===== src/design/rprc_pkg.sv =====
// ----------------------------------------------------------------------------
// rprc_pkg
// Types, constants and the crc-8 byte update for the pak responder.
// ----------------------------------------------------------------------------
package rprc_pkg;

    localparam int BLOCK_BYTES = 32;
    localparam int CNT_W = $clog2(BLOCK_BYTES + 1);
    localparam int NUM_PORTS = 4;

    localparam logic [7:0]  CRC_POLY   = 8'h85;
    localparam logic [15:0] ADDR_MASK  = 16'hFFE0;
    localparam logic [15:0] FILL_LOW   = 16'h8000;
    localparam logic [15:0] FILL_HIGH  = 16'h9000;
    localparam logic [7:0]  FILL_BYTE  = 8'h80;
    localparam logic [15:0] RUMBLE_RST = 16'hC000;

    localparam logic REQ_READ  = 1'b0;
    localparam logic REQ_WRITE = 1'b1;

    localparam logic CFG_RAW_MODE_MASK  = 1'b0;
    localparam logic CFG_RUMBLE_ADDRESS = 1'b1;

    localparam logic [CNT_W-1:0] BLOCK_CNT = CNT_W'(BLOCK_BYTES);

    typedef struct packed {
        logic        req_type;
        logic [1:0]  port;
        logic [15:0] address;
        logic [7:0]  data_byte;
    } req_t;

    typedef struct packed {
        logic [7:0]  out_byte;
        logic        is_crc;
        logic        last;
        logic [1:0]  out_port;
        logic [3:0]  rumble_flags;
    } rsp_t;

    function automatic logic [7:0] crc_byte(input logic [7:0] crc, input logic [7:0] b);
        logic [7:0] c;
        c = crc ^ b;
        for (int i = 0; i < 8; i++)
        begin
            if (c[7])
            begin
                c = {c[6:0], 1'b0} ^ CRC_POLY;
            end
            else
            begin
                c = {c[6:0], 1'b0};
            end
        end
        return c;
    endfunction

endpackage


===== src/design/rumble_pak_responder_crc8.sv =====
// ----------------------------------------------------------------------------
// rumble_pak_responder_crc8
// Accessory-pak responder with rumble control and crc-8 over 32-byte blocks.
// ----------------------------------------------------------------------------
// a request is held in the input register, its result in the result register
// throughput, when the result register is not stalled: writes one per cycle;
//   a raw read holds the input register, one fill or crc byte per cycle
// reset: config registers, crc, byte count and rumble bits return to reset
module rumble_pak_responder_crc8
    import rprc_pkg::*;
(
    input  logic        clk,
    input  logic        rst_n,
    input  logic        req_valid,
    output logic        req_ready,
    input  req_t        req_data,
    output logic        rsp_valid,
    input  logic        rsp_ready,
    output rsp_t        rsp_data,
    input  logic        cfg_valid,
    output logic        cfg_ready,
    input  logic        cfg_index,
    input  logic [15:0] cfg_data
);

    logic                  in_valid_reg, in_valid_next;
    req_t                  in_item_reg, in_item_next;
    logic [CNT_W-1:0]      beat_reg, beat_next;
    logic [7:0]            read_crc_reg, read_crc_next;
    logic [3:0]            raw_mask_reg, raw_mask_next;
    logic [15:0]           rumble_addr_reg, rumble_addr_next;
    logic [7:0]            run_crc_reg, run_crc_next;
    logic [CNT_W-1:0]      wr_count_reg, wr_count_next;
    logic [3:0]            rumble_reg, rumble_next;
    logic                  res_valid_reg, res_valid_next;
    rsp_t                  res_data_reg, res_data_next;

    logic                  advance;
    logic                  raw;
    logic                  is_read;
    logic                  done;
    logic [15:0]           addr_m;
    logic [7:0]            fill;
    logic [7:0]            wr_crc;
    logic [CNT_W-1:0]      wr_count_inc;

    assign cfg_ready = 1'b1;
    assign rsp_valid = res_valid_reg;
    assign rsp_data  = res_data_reg;

    assign advance = in_valid_reg && (!res_valid_reg || rsp_ready);
    assign raw     = raw_mask_reg[in_item_reg.port];
    assign is_read = (in_item_reg.req_type == REQ_READ);
    assign done    = !raw || !is_read || (beat_reg == BLOCK_CNT);
    assign req_ready = !in_valid_reg || (advance && done);

    assign addr_m = in_item_reg.address & ADDR_MASK;
    assign fill   = (addr_m >= FILL_LOW && addr_m < FILL_HIGH) ? FILL_BYTE : 8'h00;

    always_comb
    begin
        in_valid_next    = in_valid_reg;
        in_item_next     = in_item_reg;
        beat_next        = beat_reg;
        read_crc_next    = read_crc_reg;
        raw_mask_next    = raw_mask_reg;
        rumble_addr_next = rumble_addr_reg;
        run_crc_next     = run_crc_reg;
        wr_count_next    = wr_count_reg;
        rumble_next      = rumble_reg;
        res_valid_next   = res_valid_reg;
        res_data_next    = res_data_reg;
        wr_crc           = 8'h00;
        wr_count_inc     = '0;

        if (cfg_valid && cfg_ready)
        begin
            case (cfg_index)
                CFG_RAW_MODE_MASK:  raw_mask_next = cfg_data[3:0];
                CFG_RUMBLE_ADDRESS: rumble_addr_next = cfg_data;
                default:            raw_mask_next = raw_mask_reg;
            endcase
        end

        if (rsp_ready)
        begin
            res_valid_next = 1'b0;
        end

        if (advance && raw)
        begin
            if (is_read)
            begin
                run_crc_next  = 8'h00;
                wr_count_next = '0;
                res_valid_next = 1'b1;
                res_data_next.out_port     = in_item_reg.port;
                res_data_next.rumble_flags = rumble_reg;
                if (beat_reg == BLOCK_CNT)
                begin
                    res_data_next.out_byte = read_crc_reg;
                    res_data_next.is_crc   = 1'b1;
                    res_data_next.last     = 1'b1;
                    beat_next              = '0;
                    read_crc_next          = 8'h00;
                end
                else
                begin
                    res_data_next.out_byte = fill;
                    res_data_next.is_crc   = 1'b0;
                    res_data_next.last     = 1'b0;
                    beat_next              = beat_reg + 1'b1;
                    read_crc_next          = crc_byte(read_crc_reg, fill);
                end
            end
            else
            begin
                // first byte of a run may switch rumble
                if (wr_count_reg == '0)
                begin
                    if (addr_m == (rumble_addr_reg & ADDR_MASK))
                    begin
                        rumble_next[in_item_reg.port] = (in_item_reg.data_byte != 8'h00);
                    end
                    wr_crc = crc_byte(8'h00, in_item_reg.data_byte);
                end
                else
                begin
                    wr_crc = crc_byte(run_crc_reg, in_item_reg.data_byte);
                end
                wr_count_inc = wr_count_reg + 1'b1;
                if (wr_count_inc >= BLOCK_CNT)
                begin
                    wr_count_next  = '0;
                    run_crc_next   = 8'h00;
                    res_valid_next = 1'b1;
                    res_data_next.out_byte     = wr_crc;
                    res_data_next.is_crc       = 1'b1;
                    res_data_next.last         = 1'b1;
                    res_data_next.out_port     = in_item_reg.port;
                    res_data_next.rumble_flags = rumble_next;
                end
                else
                begin
                    wr_count_next = wr_count_inc;
                    run_crc_next  = wr_crc;
                end
            end
        end

        if (advance && done)
        begin
            in_valid_next = 1'b0;
        end

        if (req_valid && req_ready)
        begin
            in_valid_next = 1'b1;
            in_item_next  = req_data;
        end
    end

    always_ff @(posedge clk or negedge rst_n)
    begin
        if (!rst_n)
        begin
            in_valid_reg    <= 1'b0;
            beat_reg        <= '0;
            read_crc_reg    <= 8'h00;
            raw_mask_reg    <= 4'h0;
            rumble_addr_reg <= RUMBLE_RST;
            run_crc_reg     <= 8'h00;
            wr_count_reg    <= '0;
            rumble_reg      <= 4'h0;
            res_valid_reg   <= 1'b0;
        end
        else
        begin
            in_valid_reg    <= in_valid_next;
            beat_reg        <= beat_next;
            read_crc_reg    <= read_crc_next;
            raw_mask_reg    <= raw_mask_next;
            rumble_addr_reg <= rumble_addr_next;
            run_crc_reg     <= run_crc_next;
            wr_count_reg    <= wr_count_next;
            rumble_reg      <= rumble_next;
            res_valid_reg   <= res_valid_next;
        end
    end

    always_ff @(posedge clk)
    begin
        in_item_reg  <= in_item_next;
        res_data_reg <= res_data_next;
    end

    // read beat never runs past the crc byte
    assert property (@(posedge clk) disable iff (!rst_n) beat_reg <= BLOCK_CNT)
        else $error("read beat counter out of range");

    // no new request while the fill bytes of a read block are being sent
    assert property (@(posedge clk) disable iff (!rst_n)
        (beat_reg != '0 && beat_reg != BLOCK_CNT) |-> !req_ready)
        else $error("request taken during read block");

    // last result is always the crc
    assert property (@(posedge clk) disable iff (!rst_n)
        (rsp_valid && rsp_data.last) |-> rsp_data.is_crc)
        else $error("last without crc");

    // fill bytes are only the two fill values
    assert property (@(posedge clk) disable iff (!rst_n)
        (rsp_valid && !rsp_data.is_crc) |->
        (rsp_data.out_byte == FILL_BYTE || rsp_data.out_byte == 8'h00))
        else $error("bad fill byte");

    // write byte count stays below a full block
    assert property (@(posedge clk) disable iff (!rst_n) wr_count_reg < BLOCK_CNT)
        else $error("write byte count out of range");

endmodule

===== config.mk =====
export PLATFORM = sky130hd
export DESIGN_NAME = rumble_pak_responder_crc8
export DESIGN_NICKNAME = d
export VERILOG_FILES = /design/src/design/rprc_pkg.sv /design/src/design/rumble_pak_responder_crc8.sv
export SDC_FILE = /design/constraint.sdc
export NUM_CORES = 1
export LEC_CHECK = 0
export BUFFER_PORTS_ARGS = -buffer_cell sky130_fd_sc_hd__buf_2
export CAP_MARGIN = 10
export CORE_AREA = 2 2 125 127
export DETAILED_ROUTE_END_ITERATION = 10
export DIE_AREA = 0 0 127 129
export GPL_TIMING_DRIVEN = 0
export SLEW_MARGIN = 0
export SYNTH_ARGS = -nofsm -noshare
export SYNTH_HDL_FRONTEND = slang
export SYNTH_SLANG_ARGS = --single-unit
export TNS_END_PERCENT = 1

===== constraint.sdc =====
create_clock -name clk -period 3.3 [get_ports clk]
set_clock_uncertainty 0.1 [all_clocks]
set_input_delay 0.495 -clock clk [delete_from_list [all_inputs] [get_ports clk]]
set_output_delay 0.495 -clock clk [all_outputs]
set_load 0.03 [all_outputs]

Word-level counts from Yosys, hierarchy flattened
Index checks and enable logic that the tools add are counted.
{"block": "word_totals", "inputBits": 49, "mem_bits_ro": 0, "n_memories": 0, "ff_bits": 97, "latchBits": 0, "word_cells": 188, "output_inout_bits": 19, "ramBits": 0}
{"block": "classes", "n_lt_le_gt_ge": 5, "mul": 0, "addsub": 2, "mux": 111, "shifts": 0, "n_reduce_logical": 21, "bitwise": 28, "eq_ne": 3, "div": 0}
{"cell": "two-way mux 8 bit", "count": 92}
{"cell": "inverter 3 bit", "count": 24}
{"cell": "two-way mux 16 bit", "count": 2}
{"cell": "two-way mux 6 bit", "count": 3}
{"cell": ">= comparator 16 bit, second input constant", "count": 1}
{"cell": "less-than comparator 16 bit, second input constant", "count": 1}
{"cell": "XOR 8 bit", "count": 2}
{"cell": "adder 6 x 1 -> 6 bit, second input constant", "count": 2}
{"cell": "== test 11 bit", "count": 1}
{"cell": "two-way mux 10 bit", "count": 1}
{"cell": "AND reduction 2 bit", "count": 5}
{"cell": "two-way mux 1 bit", "count": 8}
{"cell": "two-way mux 4 bit", "count": 2}
{"cell": "nonzero test 8 bit", "count": 1}
{"cell": "== test 6 bit, second input constant", "count": 1}
{"cell": ">= comparator 6 bit, second input constant", "count": 1}
{"cell": "logical AND 1 bit", "count": 6}
{"cell": "logical NOT 6 bit", "count": 1}
{"cell": "bitwise mux 4 bit", "count": 1}
{"cell": "logical OR 1 bit", "count": 4}
{"cell": "logical NOT 1 bit", "count": 3}
{"cell": "less-than comparator 2 x 3 -> 1 bit, second input constant", "count": 1}
{"cell": "binary-select mux 1 bit (select 2 bit)", "count": 1}
{"cell": "demux 1 bit (select 2 bit)", "count": 1}
{"cell": "4 further kinds", "count": 5}

Depth between registers and ports, before layout
{"block": "logic_depth", "depth_word": 42, "ltp_mapped": 8, "depth_no_buf": 7}

Worst setup path after synthesis
No wires, ideal clock.
{"block": "synth_timing", "path_kind": "flip-flop to flip-flop", "from": "register in_item_reg[24] in the netlist's numbering", "to": "register in_item_reg, in the netlist addr_m[10], enable pin", "t_arrival_ns": 2.029, "setup_slack_ns": 0.791, "n_path_buf": 0, "stages_incl_launch_ff": 6, "synth_period_minus_slack_ns": 2.509, "setup_time_ns": 0.381, "t_required_ns": 2.819, "path_cell_list": "edfxtp_1 mux4_2 o211ai_1 nand2_1 nand2_1 and2_1"}
{"block": "synth_between", "elab_chain_cells": 8}
{"element": "start: declaration", "line_no": "rumble_pak_responder_crc8.sv:27", "rtl": "req_t in_item_reg, in_item_next;"}
{"element": "start signal: assignment", "line_no": "rumble_pak_responder_crc8.sv:193", "rtl": "in_item_reg <= in_item_next;"}
{"element": "binary-select mux 1 bit (select 2 bit)", "line_no": "rumble_pak_responder_crc8.sv:52", "rtl": "assign raw = raw_mask_reg[in_item_reg.port];"}
{"element": "two-way mux 1 bit (not written as such)", "line_no": "rumble_pak_responder_crc8.sv:52"}
{"element": "logical NOT 1 bit", "line_no": "rumble_pak_responder_crc8.sv:54", "rtl": "assign done = !raw || !is_read || (beat_reg == BLOCK_CNT);"}
{"element": "logical OR 1 bit (2 in series)", "line_no": "rumble_pak_responder_crc8.sv:54"}
{"element": "logical AND 1 bit", "line_no": "rumble_pak_responder_crc8.sv:55", "rtl": "assign req_ready = !in_valid_reg || (advance && done);"}
{"element": "logical OR 1 bit", "line_no": "rumble_pak_responder_crc8.sv:55"}
{"element": "net req_ready", "line_no": "rumble_pak_responder_crc8.sv:15", "rtl": "output logic req_ready,"}
{"element": "logical AND 1 bit", "line_no": "rumble_pak_responder_crc8.sv:156", "rtl": "if (req_valid && req_ready)"}
The timed path passes the listed nets, and every way through them passes these cells. The select of a mux whose other input is x is not followed.
A chain may end at the register's enable or synchronous reset.

Worst setup path after layout
{"block": "layout_timing", "from": "register in_item_reg[24] in the netlist's numbering", "to": "register in_item_reg[1] in the netlist's numbering, enable pin"}
{"block": "layout_between", "elab_chain_cells": 8}
{"element": "binary-select mux 1 bit (select 2 bit)", "line_no": "rumble_pak_responder_crc8.sv:52"}
{"element": "two-way mux 1 bit (not written as such)", "line_no": "rumble_pak_responder_crc8.sv:52"}
{"element": "logical NOT 1 bit", "line_no": "rumble_pak_responder_crc8.sv:54"}
{"element": "logical OR 1 bit (2 in series)", "line_no": "rumble_pak_responder_crc8.sv:54"}
{"element": "logical AND 1 bit", "line_no": "rumble_pak_responder_crc8.sv:55"}
{"element": "logical OR 1 bit", "line_no": "rumble_pak_responder_crc8.sv:55"}
{"element": "logical AND 1 bit", "line_no": "rumble_pak_responder_crc8.sv:156"}
No other way between the ends. The select of a mux whose other input is x is not followed.

==> results.py <==
metrics = {
    "outcome": {
        "status": "finished, final reports clean",
    },
    "clocking": {
        "tritoncts": "done",
        "ctsLongestPathBuffers": 2,
        "ctsRootBufferMaster": "clkbuf_16",
        "path_clk_slew_ps": 70,
        "worstSkewPairLatency_ps": 350,
        "clock_tree.htree_level_count": 3,
        "clock_sink_count": 86,
        "cts_hold_repair.buffers": 0,
        "ctsResizeCount": 0,
        "cts_setup_buffers": 0,
        "cts-buffers-inserted": 9,
    },
    "logic_synthesis": {
        "net_count_after_synthesis": 387,
        "ys_top_cells_by_count": "dfrtp_1 (47), edfxtp_1 (37), xnor2_1 (33), nand2_1 (30)",
        "yosysWarnings": 0,
        "yosys.cell_types.count": 46,
        "average_footprint_of_a_synthesized_cell_um2": 12.86,
        "synthCells": 331,
        "yosysMostFrequentCell": "dfrtp_1",
        "synth.top_cell.area_share_pct": 27.62,
        "dominantRegCellSynth": "dfrtp_1",
        "ys_async_sr_fraction_pct": 56.98,
        "post_synthesis_cell_area_um2": 4258,
        "yosysSeqAreaShare_pct": 54.95,
        "synth_top_area_cell": "dfrtp_1",
        "synth_edf_count": 37,
        "post_synthesis_register_bit_count": 86,
        "post_synth_main_area_contributors": "dfrtp_1 (28%), edfxtp_1 (26%), xnor2_1 (6.8%)",
    },
    "setup_path": {
        "worstPathArrival_ps": 2610,
        "worstPathRequired_ps": 3160,
        "crit_path_max_fanout": 22,
        "crit-reg2reg-capture": "in_item_reg[1]",
        "r2r_setup_slack_ps": 540,
        "beginning_of_the_worst_register_to_register_path": "in_item_reg[24]",
        "critPathCaptureType": "flip-flop",
        "startpoint_kind_of_the_worst_setup_timing_path": "flip-flop",
        "path_class": "reg -> reg",
        "timing.reg2reg.worst_path_depth": 5,
    },
    "detailed_routing": {
        "routed_wirelength_um": 8948,
        "detail_route.drc_violations": 0,
        "highest-signal-layer": "met4",
        "route.met2.wl_um": 4264,
        "met1_length_um": 3994,
        "detail_route.vias_per_cell": 4.610,
        "detailroute.via_count": 2757,
        "route.detailed.wl_per_inst_um": 14.96,
        "detailed_routing_iterations_pass_1": 4,
        "detailroute.wirelength.met3_um": 516,
        "detailedRoute.firstIterationViolations": 197,
        "antenna_left": 0,
    },
    "power_and_ir_drop": {
        "power_per_cell_area_nw_per_um2": 886.3,
        "p_clk_share_pct": 23.5,
        "cell_internal_pwr_mw": 2.952,
        "irDropWorstVdd_v": 0.0003521,
        "power_frac_seq_pct": 34.7,
        "netSwitchingFraction_pct": 35.28,
        "power_frac_comb_pct": 41.8,
        "leakage_nw": 2.199,
        "totalPowerFinal_mw": 4.561,
        "net_switching_power_mw": 1.609,
    },
    "min_path": {
        "holdPathEnd": "addr_m[12]",
        "hold_start": "req_data[20]",
        "worst_hold_path_type": "in -> reg",
        "min_path_cells": 1,
    },
    "global_routing": {
        "grt_antenna_before_repair": 0,
        "grt_max_degree": 50,
        "grt_util_all_layers_pct": 11.70,
        "global_route_wire_length_before_repair_um": 14640,
        "via_count_of_the_first_global_routing_pass": 2777,
        "global_route.overflow_total": 0,
    },
    "finish": {
        "nFillCells": 1486,
        "drive_gt1_share_pct": 23.90,
        "syn_to_final_growth_pct": 20.86,
        "area_of_combinational_cells_with_multiple_inputs_um2": 1815,
        "antenna_cells_inserted": 0,
        "final_non_filler_cell_total": 598,
        "design.final.nets": 461,
        "final_instance_area_um2": 5146,
        "area.sequential_um2": 2340,
        "largest_register_ff_count": 15,
        "layout.core_utilization_pct": 34.36,
    },
    "flow_run": {
        "max-cap-violations": 0,
    },
    "timing": {
        "final.setup.tns_ps": 0,
        "relSlewSlack_pct": 23.91,
        "max_slew.worst_pin.slew_ps": 1141,
        "timing.hold.ws_ps": 221.0,
        "hold_viol": 0,
        "fmax_ghz": 0.3627,
        "slew_violations": 0,
        "setup_slack_ps": 543.2,
        "setup_viol": 0,
        "period_share_pct": 83.54,
        "period_minus_slack_ps": 2757,
        "rsz0062_at_grt": "false",
    },
    "placement": {
        "finalWeightedCongestion": 0.8289,
        "io_buffer_count": 60,
        "placed_cells": 579,
        "detailedPlace.worstSlack_ps": 378.3,
        "placement.cell_area_um2": 4793,
        "place_hpwl_um": 6533,
    },
    "floorplan": {
        "die_area_um2": 16380,
        "initial_utilization_pct": 28.43,
        "dieWidth_um": 127,
        "die-height_um": 129,
        "rows": 45,
        "floorplan.core_area_um2": 14980,
        "boundaryPins": 68,
    },
}
-- cell families after synthesis --
kind of cell	Yosys count	share of synthesized area, %
AO/OA/AOI/OAI	41	6.553
flip-flops	86	54.95
AND/OR/NAND/NOR	79	9.551
multiplexers	33	8.816
buffers and inverters	23	2.409
other	1	0.08807
adder cells (fa/ha/maj)	7	2.057
XOR/XNOR	61	15.57
-- critical path, stage by stage, from the launching register on --
cell,delay (ps)
edfxtp_1,430
mux4_2,610
o211ai_1,130
nand2_1,70
nand2_1,120
and2_1,900
-- power by group through the flow --
stage / Combinational [mW] / Sequential [mW] / Clock [mW]
final: 1.91 / 1.58 / 1.07
after global routing: 2.10 / 1.62 / 1.16
after CTS: 1.92 / 1.58 / 1.11
after detailed placement: 1.91 / 1.60 / 0
after global placement: 1.86 / 1.59 / 0
after floorplan: 1.44 / 1.61 / 0
-- cell usage in the layout (no fill, tap or decap), types with 2 or more instances in the layout --
master / n
buf_2: 61
dfrtp_1: 47
edfxtp_1: 37
xnor2_1: 33
nand2_1: 30
xor2_1: 19
mux2_1: 19
o21ai_1: 17
inv_1: 12
a22o_1: 12
clkbuf_16: 9
nor3_1: 8
nor2_1: 8
mux2_2: 7
ha_1: 7
xnor3_1: 6
mux2i_1: 6
clkbuf_1: 5
nor4_1: 5
nand4_1: 5
nand2b_1: 5
nand3_1: 5
o31ai_1: 5
and2_1: 3
buf_4: 3
xnor3_2: 2
a21oi_1: 2
and4_1: 2
a41o_1: 2
clkinv_4: 2
inv_6: 2
dfstp_2: 2
-- worst max path at each step --
stage	from	end	slack, ps	depth (start not counted)
5_1_grt	in_item_reg[24]	in_item_reg[3]	330	5
2_1_floorplan	in_item_reg[24]	addr_m[10]	790	5
3_5_place_dp	in_item_reg[24]	rsp_data[4]	380	4
6_report	in_item_reg[24]	in_item_reg[1]	540	5
4_1_cts	in_item_reg[24]	rsp_data[12]	360	4
3_3_place_gp	in_item_reg[24]	rsp_data[4]	420	4
-- cell type report --
type | instances | share of cell area, %
flip-flops and latches | 86 | 45.47
clock inverters | 6 | 1.483
repair buffers | 63 | 6.565
clock buffers | 10 | 4.644
well taps | 188 | 4.571
multi-input cells | 222 | 35.28
inverters | 13 | 0.9482
plain buffers | 10 | 1.045
-- layer usage --
| metal | GRT usage (%) | vias up |
|---|---|---|
| li1 | - | 1331 |
| met1 | 14.98 | 1325 |
| met2 | 18.88 | 87 |
| met3 | 3.285 | 14 |
| met4 | 4.654 | 0 |
| met5 | 0 | - |
No activity file was read; power rests on OpenSTA's default activity.
